===== src/rtl/mpp_pkg.sv =====
// ----------------------------------------------------------------------------
// mpp_pkg
// Shared types and constants for the mail path parser.
// ----------------------------------------------------------------------------
package mpp_pkg;

  localparam int unsigned MaxLenDef = 256;

  localparam logic [7:0] ChAt     = 8'h40;
  localparam logic [7:0] ChColon  = 8'h3A;
  localparam logic [7:0] ChQuote  = 8'h22;
  localparam logic [7:0] ChBslash = 8'h5C;
  localparam logic [7:0] ChLparen = 8'h28;
  localparam logic [7:0] ChRparen = 8'h29;
  localparam logic [7:0] ChLt     = 8'h3C;
  localparam logic [7:0] ChGt     = 8'h3E;

  localparam logic [1:0] StatOk       = 2'd0;
  localparam logic [1:0] StatMultiAt  = 2'd1;
  localparam logic [1:0] StatStrayPar = 2'd2;
  localparam logic [1:0] StatOpenCmt  = 2'd3;

  typedef enum logic [3:0] {
    CLS_OTHER,
    CLS_AT,
    CLS_COLON,
    CLS_QUOTE,
    CLS_BSLASH,
    CLS_LPAREN,
    CLS_RPAREN,
    CLS_LT,
    CLS_GT
  } char_cls_e;

  typedef struct packed {
    logic [7:0] ch;
    logic       is_final;
    logic       is_zero;
    logic       is_space;
    logic       is_print;
    char_cls_e  cls;
  } beat_t;

endpackage


===== src/rtl/mail_path_parser.sv =====
// ----------------------------------------------------------------------------
// mail_path_parser
// Normalizes a mailbox path given one byte per beat; reports on the end beat.
// ----------------------------------------------------------------------------
// One byte per beat in, one result beat out for every input beat. The block
// sustains one beat per clock while the sink keeps up: a front stage
// classifies each byte into a 2-entry queue, and the parse state machine
// retires one queued byte per cycle into an output register. Either side
// may stall; the queue absorbs the difference. Kept characters stream out
// as they arrive; the end beat also carries status, path length and the
// '@' position. No clearing pass after reset.
module mail_path_parser
  import mpp_pkg::*;
#(
  parameter int unsigned MaxLen = MaxLenDef
) (
  input  logic       clk_i,
  input  logic       rst_ni,
  input  logic       in_valid_i,
  output logic       in_ready_o,
  input  logic [7:0] in_byte_i,
  input  logic       is_final_i,
  output logic       out_valid_o,
  input  logic       out_ready_i,
  output logic       char_valid_o,
  output logic [7:0] out_char_o,
  output logic       path_done_o,
  output logic [1:0] status_o,
  output logic [7:0] path_length_o,
  output logic [7:0] delimiter_at_o
);

  logic  head_valid;
  beat_t head;
  logic  pop;

  mpp_front u_front (
    .clk_i        (clk_i),
    .rst_ni       (rst_ni),
    .in_valid_i   (in_valid_i),
    .in_ready_o   (in_ready_o),
    .in_byte_i    (in_byte_i),
    .is_final_i   (is_final_i),
    .head_valid_o (head_valid),
    .head_o       (head),
    .pop_i        (pop)
  );

  mpp_back #(
    .MaxLen (MaxLen)
  ) u_back (
    .clk_i          (clk_i),
    .rst_ni         (rst_ni),
    .head_valid_i   (head_valid),
    .head_i         (head),
    .pop_o          (pop),
    .out_valid_o    (out_valid_o),
    .out_ready_i    (out_ready_i),
    .char_valid_o   (char_valid_o),
    .out_char_o     (out_char_o),
    .path_done_o    (path_done_o),
    .status_o       (status_o),
    .path_length_o  (path_length_o),
    .delimiter_at_o (delimiter_at_o)
  );

endmodule


===== src/rtl/mpp_front.sv =====
// ----------------------------------------------------------------------------
// mpp_front
// Accepts input beats, classifies the byte and holds them in a 2-entry queue.
// ----------------------------------------------------------------------------
module mpp_front
  import mpp_pkg::*;
(
  input  logic       clk_i,
  input  logic       rst_ni,
  input  logic       in_valid_i,
  output logic       in_ready_o,
  input  logic [7:0] in_byte_i,
  input  logic       is_final_i,
  output logic       head_valid_o,
  output beat_t      head_o,
  input  logic       pop_i
);

  beat_t      entry_q [2];
  logic       wr_ptr_q, wr_ptr_d;
  logic       rd_ptr_q, rd_ptr_d;
  logic [1:0] count_q, count_d;
  beat_t      cls_beat;
  logic       push;
  logic       pop;

  always_comb begin
    cls_beat          = '0;
    cls_beat.ch       = in_byte_i;
    cls_beat.is_final = is_final_i;
    cls_beat.is_zero  = (in_byte_i == 8'h00);
    cls_beat.is_space = (in_byte_i == 8'h20) ||
                        ((in_byte_i >= 8'h09) && (in_byte_i <= 8'h0D));
    cls_beat.is_print = (in_byte_i >= 8'h20) && (in_byte_i <= 8'h7E);
    case (in_byte_i)
      ChAt:     cls_beat.cls = CLS_AT;
      ChColon:  cls_beat.cls = CLS_COLON;
      ChQuote:  cls_beat.cls = CLS_QUOTE;
      ChBslash: cls_beat.cls = CLS_BSLASH;
      ChLparen: cls_beat.cls = CLS_LPAREN;
      ChRparen: cls_beat.cls = CLS_RPAREN;
      ChLt:     cls_beat.cls = CLS_LT;
      ChGt:     cls_beat.cls = CLS_GT;
      default:  cls_beat.cls = CLS_OTHER;
    endcase
  end

  assign in_ready_o   = (count_q != 2'd2);
  assign push         = in_valid_i && in_ready_o;
  assign head_valid_o = (count_q != 2'd0);
  assign pop          = pop_i && head_valid_o;
  assign head_o       = entry_q[rd_ptr_q];

  always_comb begin
    wr_ptr_d = push ? ~wr_ptr_q : wr_ptr_q;
    rd_ptr_d = pop ? ~rd_ptr_q : rd_ptr_q;
    count_d  = count_q + 2'(push) - 2'(pop);
  end

  always_ff @(posedge clk_i or negedge rst_ni) begin
    if (!rst_ni) begin
      wr_ptr_q <= 1'b0;
      rd_ptr_q <= 1'b0;
      count_q  <= 2'd0;
    end else begin
      wr_ptr_q <= wr_ptr_d;
      rd_ptr_q <= rd_ptr_d;
      count_q  <= count_d;
    end
  end

  always_ff @(posedge clk_i) begin
    if (push) begin
      entry_q[wr_ptr_q] <= cls_beat;
    end
  end

endmodule


===== src/rtl/mpp_back.sv =====
// ----------------------------------------------------------------------------
// mpp_back
// Parse FSM: one queued beat per unstalled cycle into an output register.
// ----------------------------------------------------------------------------
module mpp_back
  import mpp_pkg::*;
#(
  parameter int unsigned MaxLen = MaxLenDef
) (
  input  logic       clk_i,
  input  logic       rst_ni,
  input  logic       head_valid_i,
  input  beat_t      head_i,
  output logic       pop_o,
  output logic       out_valid_o,
  input  logic       out_ready_i,
  output logic       char_valid_o,
  output logic [7:0] out_char_o,
  output logic       path_done_o,
  output logic [1:0] status_o,
  output logic [7:0] path_length_o,
  output logic [7:0] delimiter_at_o
);

  localparam logic [7:0] CapCnt = 8'(MaxLen - 1);

  typedef enum logic [2:0] {
    MODE_LEAD,
    MODE_NORMAL,
    MODE_ROUTE,
    MODE_ESCAPE,
    MODE_COMMENT,
    MODE_DONE
  } mode_e;

  mode_e      mode_q, mode_d;
  logic       quotes_q, quotes_d;
  logic [7:0] kept_q, kept_d;
  logic [7:0] delim_q, delim_d;
  logic       first_at_q, first_at_d;
  logic [1:0] err_q, err_d;

  logic       ovalid_q;
  logic       cvalid_q, cvalid_d;
  logic [7:0] ochar_q, ochar_d;
  logic       done_q, done_d;
  logic [1:0] stat_q, stat_d;
  logic [7:0] len_q, len_d;
  logic [7:0] dat_q, dat_d;

  logic       step;
  logic       keep_req;
  logic       run_normal;

  assign step  = head_valid_i && (!ovalid_q || out_ready_i);
  assign pop_o = step;

  always_comb begin
    mode_d     = mode_q;
    quotes_d   = quotes_q;
    kept_d     = kept_q;
    delim_d    = delim_q;
    first_at_d = first_at_q;
    err_d      = err_q;
    keep_req   = 1'b0;
    run_normal = 1'b0;
    cvalid_d   = 1'b0;
    ochar_d    = 8'h00;
    done_d     = 1'b0;
    stat_d     = StatOk;
    len_d      = 8'h00;
    dat_d      = 8'h00;

    if (mode_q != MODE_DONE) begin
      if (head_i.is_zero) begin
        if (mode_q == MODE_COMMENT && err_q == StatOk) begin
          err_d = StatOpenCmt;
        end
        mode_d = MODE_DONE;
      end else begin
        case (mode_q)
          MODE_LEAD: begin
            if (!head_i.is_space) begin
              mode_d     = MODE_NORMAL;
              run_normal = 1'b1;
            end
          end
          MODE_ROUTE: begin
            if (head_i.cls == CLS_COLON) begin
              mode_d = MODE_NORMAL;
            end
          end
          MODE_ESCAPE: begin
            mode_d   = MODE_NORMAL;
            keep_req = 1'b1;
          end
          MODE_COMMENT: begin
            if (head_i.cls == CLS_RPAREN) begin
              mode_d = MODE_NORMAL;
            end
          end
          MODE_NORMAL: run_normal = 1'b1;
          default:     mode_d = MODE_DONE;
        endcase
      end
    end

    if (run_normal) begin
      case (head_i.cls)
        CLS_AT: begin
          if (kept_q == 8'h00) begin
            mode_d = MODE_ROUTE;
          end else if (quotes_q) begin
            keep_req = 1'b1;
          end else if (delim_q == 8'h00 && !first_at_q) begin
            delim_d  = kept_q;
            keep_req = 1'b1;
          end else begin
            err_d  = StatMultiAt;
            mode_d = MODE_DONE;
          end
        end
        CLS_QUOTE:  quotes_d = ~quotes_q;
        CLS_BSLASH: mode_d = MODE_ESCAPE;
        CLS_LPAREN: mode_d = MODE_COMMENT;
        CLS_RPAREN: begin
          err_d  = StatStrayPar;
          mode_d = MODE_DONE;
        end
        CLS_LT: keep_req = quotes_q;
        CLS_GT: begin
          if (quotes_q) begin
            keep_req = 1'b1;
          end else begin
            mode_d = MODE_DONE;
          end
        end
        default: keep_req = 1'b1;
      endcase
    end

    if (keep_req && head_i.is_print) begin
      if (kept_q == 8'h00 && head_i.ch == ChAt) begin
        first_at_d = 1'b1;
      end
      cvalid_d = 1'b1;
      ochar_d  = head_i.ch;
      kept_d   = kept_q + 8'd1;
      if (kept_d >= CapCnt) begin
        mode_d = MODE_DONE;
      end
    end

    if (head_i.is_final) begin
      if (mode_d == MODE_COMMENT && err_d == StatOk) begin
        err_d = StatOpenCmt;
      end
      done_d     = 1'b1;
      stat_d     = err_d;
      len_d      = kept_d;
      dat_d      = (delim_d != 8'h00) ? delim_d : kept_d;
      mode_d     = MODE_LEAD;
      quotes_d   = 1'b0;
      kept_d     = 8'h00;
      delim_d    = 8'h00;
      first_at_d = 1'b0;
      err_d      = StatOk;
    end
  end

  always_ff @(posedge clk_i or negedge rst_ni) begin
    if (!rst_ni) begin
      mode_q     <= MODE_LEAD;
      quotes_q   <= 1'b0;
      kept_q     <= 8'h00;
      delim_q    <= 8'h00;
      first_at_q <= 1'b0;
      err_q      <= StatOk;
      ovalid_q   <= 1'b0;
    end else begin
      if (step) begin
        mode_q     <= mode_d;
        quotes_q   <= quotes_d;
        kept_q     <= kept_d;
        delim_q    <= delim_d;
        first_at_q <= first_at_d;
        err_q      <= err_d;
        ovalid_q   <= 1'b1;
      end else if (out_ready_i) begin
        ovalid_q <= 1'b0;
      end
    end
  end

  always_ff @(posedge clk_i) begin
    if (step) begin
      cvalid_q <= cvalid_d;
      ochar_q  <= ochar_d;
      done_q   <= done_d;
      stat_q   <= stat_d;
      len_q    <= len_d;
      dat_q    <= dat_d;
    end
  end

  assign out_valid_o    = ovalid_q;
  assign char_valid_o   = cvalid_q;
  assign out_char_o     = ochar_q;
  assign path_done_o    = done_q;
  assign status_o       = stat_q;
  assign path_length_o  = len_q;
  assign delimiter_at_o = dat_q;

endmodule


===== config.mk =====
export PLATFORM = sky130hd
export DESIGN_NAME = mail_path_parser
export DESIGN_NICKNAME = d
export VERILOG_FILES = /design/src/rtl/mpp_pkg.sv /design/src/rtl/mail_path_parser.sv /design/src/rtl/mpp_front.sv /design/src/rtl/mpp_back.sv
export SDC_FILE = /design/constraint.sdc
export NUM_CORES = 1
export LEC_CHECK = 0
export BUFFER_PORTS_ARGS = -buffer_cell sky130_fd_sc_hd__buf_2
export CORE_UTILIZATION = 64
export DETAILED_ROUTE_END_ITERATION = 10
export GPL_ROUTABILITY_DRIVEN = 0
export PLACE_DENSITY_LB_ADDON = 0.15
export SLEW_MARGIN = 20
export SYNTH_ARGS = -nofsm -noshare
export SYNTH_HDL_FRONTEND = slang
export SYNTH_SLANG_ARGS = --single-unit

===== constraint.sdc =====
create_clock -name clk_i -period 6.15 [get_ports clk_i]
set_input_delay 0.615 -clock clk_i [delete_from_list [all_inputs] [get_ports clk_i]]
set_output_delay 0.615 -clock clk_i [all_outputs]
set_load 0.02 [all_outputs]

==> Word level (Yosys, flattened, before mapping) <==
Memories as Yosys holds them, arrays and structs flattened.
Cells that the tools add are included.
{ "totals": {"regBits": 56, "mem_bits_rw": 32, "in_bits": 13, "elab_cells": 143, "mem_count": 1} }
{ "classes": {"addsub": 3, "n_lt_le_gt_ge": 5, "n_eq_ne": 25, "n_mux": 60, "bitwise": 3, "n_reduce_logical": 30} }
{ "mem_list": {"columns": ["memory", "words", "width", "rd", "rd_ports_with_merged_regs", "wr", "line_no", "source"], "rows": [
  ["u_front.entry_q", 2, 16, 1, 0, 1, "mpp_front.sv:19", "beat_t entry_q [2];"]
]} }
{ "op_table": {"columns": ["cell", "n"], "rows": [
  ["$mux 8", 9],
  ["$eq 8x6->1 const B", 7],
  ["$mux 3", 13],
  ["$pmux 4 s8", 1],
  ["$pmux 3 s5", 2],
  ["$eq 8x7->1 const B", 3],
  ["$logic_not 8->1", 3],
  ["$mux 1", 23],
  ["$mux 2", 9],
  ["$eq 4x3->1 const B", 4],
  ["$reduce_bool 2->1", 6],
  ["$logic_and 1x1->1", 10],
  ["$add 8x1->8 const B", 1],
  ["$eq 4x2->1 const B", 2],
  ["$ge 8x4->1 const B", 1],
  ["$ge 8x6->1 const B", 1],
  ["$ge 8x8->1 const B", 1],
  ["$le 8x4->1 const B", 1],
  ["$le 8x7->1 const B", 1],
  ["$reduce_bool 8->1", 1],
  ["$eq 3x2->1 const B", 2],
  ["$eq 3x3->1 const B", 2],
  ["$reduce_and 3->1", 2],
  ["$eq 4x1->1 const B", 1],
  ["other kinds (15)", 20]
]} }

==> Logic depth before layout (Yosys ltp) <==
An unclocked memory read counts as a cell.
{ "logic_depth": {"word_depth": 16, "ltp_mapped": 11, "mapped_depth_nobuf": 10} }

==> Cells and area by module <==
Synthesis repeated with hierarchy kept, for this count alone.
{ "unflattened": {"cells_unflattened": 387, "hier_area_um2": 4511.8} }
{ "by_module_without_submodules": {"columns": ["module", "instances", "cells_per_inst", "area_each_um2", "seq_area_each_um2"], "rows": [
  ["mpp_back", 1, 280, 2892.8, 1441.4],
  ["mpp_front", 1, 107, 1619.1, 1061.0]
]} }

==> Worst setup path before layout <==
Ideal clock, no wire load.
{ "synth_path": {"path_kind": "in2reg", "from": "in out_ready_i", "to": "reg u_front.count_q[1]", "setup_ns": 0.080, "t_arrival_ns": 2.855, "setup_slack_ns": 3.215, "stages": 9, "n_path_buf": 1, "path_cell_list": "nand2b_1 o21ai_1 inv_1 clkbuf_1 ha_1 inv_1 ha_1 xnor2_1 xnor2_1"} }
{ "synth_via": {"elab_chain_cells": 4} }
{ "synth_rtl": {"columns": ["item", "line_no", "source"], "rows": [
  ["start, declared", "mail_path_parser.sv:24", "input logic out_ready_i,"],
  ["$logic_or 1x1->1", "mpp_back.sv:55", "assign step = head_valid_i && (!ovalid_q || out_ready_i);"],
  ["$logic_and 1x1->1", "mpp_back.sv:55", null],
  ["named net pop", "mail_path_parser.sv:35", "logic pop;"],
  ["$logic_and 1x1->1", "mpp_front.sv:51", "assign pop = pop_i && head_valid_o;"],
  ["$sub 2x1->2", "mpp_front.sv:57", "count_d = count_q + 2'(push) - 2'(pop);"],
  ["named net u_front.count_d[1]", "mpp_front.sv:22", "logic [1:0] count_q, count_d;"],
  ["end signal, assigned", "mpp_front.sv:68", "count_q <= count_d;"],
  ["end, declared", "mpp_front.sv:22", null]
]} }
The timed path passes the listed nets, and every way through them passes these cells.
A chain may end at the register's enable or synchronous reset.

==> Final worst setup path <==
{ "layout_path": {"from": "reg u_back.kept_q[0]", "to": "reg u_back.dat_q[2], in the netlist u_back.delimiter_at_o[2], data pin"} }
{ "layout_via": {"elab_chain_cells": 7} }
{ "layout_rtl": {"columns": ["item", "line_no", "source"], "rows": [
  ["start, declared", "mpp_back.sv:38", "logic [7:0] kept_q, kept_d;"],
  ["start signal, assigned", "mpp_back.sv:184", "kept_q <= kept_d;"],
  ["$logic_not 8->1 or $mux 8 (tied branches)", "mpp_back.sv:111, mpp_back.sv:115", null],
  ["$mux 1 or $mux 8 (tied branches)", "mpp_back.sv:111, mpp_back.sv:113", null],
  ["$pmux 1 s4 or $mux 8 (tied branches)", "mpp_back.sv:109, mpp_back.sv:111", null],
  ["$mux 1 or $mux 8 (tied branches)", "mpp_back.sv:108, mpp_back.sv:109", null],
  ["$logic_and 1x1->1 or $mux 8 (tied branches)", "mpp_back.sv:142, mpp_back.sv:108", null],
  ["$mux 8 or $reduce_bool 8->1 (tied branches)", "mpp_back.sv:142, mpp_back.sv:161", null],
  ["$mux 8 *", "mpp_back.sv:161", "dat_d = (delim_d != 8'h00) ? delim_d : kept_d;"],
  ["end signal, assigned", "mpp_back.sv:202", "dat_q <= dat_d;"],
  ["end, declared", "mpp_back.sv:49", "logic [7:0] dat_q, dat_d;"]
]} }
Mark *: on every way between the ends. The rest lies on a longest branch, timed or not.

==> impl_metrics.json <==
{
  "run_status": "finished, final reports clean",
  "ir_worst_vdd_mv": 0.240,
  "r2r_cells": 10,
  "cts_max_level": 3,
  "clockBufferDepth": 2,
  "postCtsSetupBuffers": 0,
  "portBuffers": 42,
  "layout.cells.non_filler": 567,
  "worst-slew-pin-transition_ns": 0.782,
  "rows": 30,
  "setup_viol": 0,
  "die-area_mm2": 0.00755,
  "fin_area_mm2": 0.00505,
  "synth_seq_cells": 88,
  "setup.worst_path.class": "flip-flop to flip-flop",
  "cts.sinks": 88,
  "fp.coreArea_mm2": 0.00687,
  "crit_family": "compound AO/OA/AOI/OAI gates",
  "reg2reg_slack_ns": 2.86,
  "first_pass_iters": 5,
  "synth-xor-area-share_pct": 3.23,
  "synth.area.mux_share_pct": 3.80,
  "grt_pass1_wl_um": 15700,
  "leakagePower_uw": 0.00203,
  "synthToLayoutAreaGrowth_pct": 9.54,
  "cp.arrival_ns": 3.41,
  "start_kind": "flip-flop",
  "synth-simple-area-share_pct": 18.2,
  "start_util_pct": 67.2,
  "async_flop_share_pct": 31.8,
  "dp_hpwl_um": 6640,
  "grtUsageTotal_pct": 27.9,
  "synth_edf_count": 60,
  "die_h_um": 86.9,
  "synthFlopType": "edfxtp_1",
  "slowest_delay_ns": 0.48,
  "startpoint": "u_back.kept_q[0]$_DFFE_PN0P_",
  "crit_path_max_fanout": 13,
  "cp.depth": 10,
  "placed_cell_area_mm2": 0.00485,
  "layout-drive-gt1-share_pct": 15.7,
  "maxCapViolations": 0,
  "dp_slack_ns": 2.93,
  "cts_tree": "built",
  "fin_skew_ns": 0.0104,
  "wl_per_cell_um": 17.2,
  "synth_area_per_cell_um2": 10.6,
  "clock_latency_ns": 0.36,
  "cp_num_buf_inv": 2,
  "cp.required_ns": 6.26,
  "cts_buffers": 9,
  "cts-root-buf": "clkbuf_8",
  "fmax_ghz": 0.304,
  "dp.cells": 551,
  "grt_pass1_vias": 3188,
  "synth_top_family_by_area": "simple AND/OR/NAND/NOR gates",
  "netlist_area_mm2": 0.00461,
  "fin_crit_ns": 3.29,
  "min_path_type": "input pin to async pin",
  "end_kind": "flip-flop",
  "synth_cell_type_count": 66,
  "crit_chain": "inv_1 -> ha_1 -> or4b_4 -> nor4_2 -> o221ai_1 -> o21ai_2 -> a21o_1 -> inv_2 -> a222oi_1 -> nand2_1",
  "synth-adder-area-share_pct": 1.36,
  "dieWidth_um": 86.9,
  "hold_viol_final": 0,
  "gr-total-overflow": 0,
  "period_share_pct": 53.6,
  "drt-initial-drc-count": 294,
  "ctsHoldBuffers": 0,
  "slew_headroom_pct": 47.8,
  "ant_nets": 0,
  "post_cts_resized": 0,
  "utilization_pct": 73.6,
  "clk_pin_slew_ns": 0.09,
  "synth_compound_area_share_pct": 15.4,
  "rsz0062_at_grt": "false",
  "io_pins": 43,
  "ys_warn_count": 0,
  "seq_area_frac_synth_pct": 54.2,
  "drc": 0,
  "vias": 3608,
  "reg2reg_from": "u_back.kept_q[0]$_DFFE_PN0P_",
  "setup_tns_ns": 0,
  "syn-num-nets": 452,
  "r2r_end": "u_back.delimiter_at_o[2]$_SDFFCE_PN0P_",
  "antenna_cells": 0,
  "fin_nets": 484,
  "syn_inst": 434,
  "powerDensity_mw_per_mm2": 424,
  "grt_max_degree": 42,
  "antenna_found_initial": 0,
  "viasPerCell": 6.36,
  "cpMaxStageDelayCell": "dfrtp_1",
  "routed_wl_um": 9730,
  "finalMaxSlewViolations": 0,
  "setup_slack_ns": 2.86
}
==> how the worst max path moves through the flow <==
stage	to
CTS	u_back.delimiter_at_o[2]$_SDFFCE_PN0P_
global placement	u_back.delimiter_at_o[2]$_SDFFCE_PN0P_
finish	u_back.delimiter_at_o[2]$_SDFFCE_PN0P_
floorplan	u_front.count_q[1]$_DFF_PN0_
detailed placement	u_back.delimiter_at_o[2]$_SDFFCE_PN0P_
global route	u_back.delimiter_at_o[2]$_SDFFCE_PN0P_
==> flip-flops by register name (all words and copies together), names as in the netlist, 2 cells and up <==
name,flops
u_back.delim_q,8
u_back.delimiter_at_o,8
u_back.err_q,2
u_back.kept_q,8
u_back.mode_q,3
u_back.out_char_o,8
u_back.path_length_o,8
u_back.status_o,2
u_front.count_q,2
u_front.entry_q,32
==> Yosys cell counts, drive strengths merged, types with 3 or more instances <==
master	count	area, µm²
a211oi	6	45.0
a21o	8	60.1
a21oi	17	85.1
a22o	12	105
a22oi	3	22.5
a31oi	4	25.0
and3	4	25.0
buf	9	63.8
clkbuf	16	60.1
dfrtp	28	701
edfxtp	60	1800
ha	5	62.6
inv	13	48.8
mux2	4	45.0
mux2i	13	130
nand2	30	113
nand2b	4	25.0
nand3	12	60.1
nand3b	4	30.0
nand4	4	25.0
nor2	59	221
nor2b	4	25.0
nor3	15	75.1
nor3b	4	30.0
nor4	8	62.6
nor4b	4	41.3
o211ai	3	22.5
o21a	3	22.5
o21ai	26	134
o22ai	4	25.0
or2	3	18.8
xnor2	13	114
xor2	4	35.0
==> worst register-to-register path, delay by kind of cell (launching register included) <==
family | cells | cell delay (ns)
AOI/OAI and AO/OA | 4 | 1.17
adders and majority gates | 1 | 0.15
buffers and inverters | 2 | 0.33
DFF | 1 | 0.48
and+or+nand+nor | 3 | 0.93
==> cells in the final DEF (no fill, tap or decap), types with 5 or more instances in the layout <==
cell type / Yosys / routed
buf_2: 3 / 42
dfrtp_1: 28 / 28
clkbuf_8: 0 / 9
a22o_1: 12 / 12
mux2i_1: 13 / 13
edfxtp_1: 60 / 60
nand3_1: 12 / 12
nand2_1: 30 / 30
xnor2_1: 13 / 13
a211oi_1: 6 / 6
a21oi_1: 17 / 17
a21o_1: 8 / 8
ha_1: 5 / 5
nor4_1: 6 / 6
nor2_1: 59 / 59
inv_1: 12 / 12
o21ai_0: 24 / 24
nor3_1: 15 / 15
==> metrics by stage <==
step                      total power, µW  hold WS (ns)
after floorplan                      1520         0.319
after global placement               1700         0.474
after detailed placement             1720         0.488
after CTS                            2140         0.285
after global routing                 2260         0.328
final                                2140         0.280
==> cell families after synthesis <==
logic type | count (synthesis)
compound gates | 104
simple gates | 165
flops | 88
buf+inv | 38
mux | 17
fa+ha+maj | 5
xor+xnor | 17
==> cell type report <==
class / count / area [µm²]
clock inverter: 4 / 68.8
timing repair buffer: 46 / 240
sequential: 88 / 2500
inverter: 13 / 48.8
multi-input combinational: 308 / 1940
fill: 482 / 1810
tap: 96 / 120
clock buffer: 12 / 135
==> where the power goes <==
group	switching, µW	internal (µW)	leakage [µW]
combinational	546	270	0.000973
sequential	81.7	823	0.000958
clock	195	227	0.000102
total	823	1320	0.00203
==> layer usage <==
layer	GRT usage (%)	up-vias	part of all wire [%]
met3	4.83	31	7.2
li1	-	1683	-
met4	15.6	0	3.5
met1	37.0	1688	42
met5	0	-	0
met2	43.7	206	48
(Power assumes the default switching activity.)
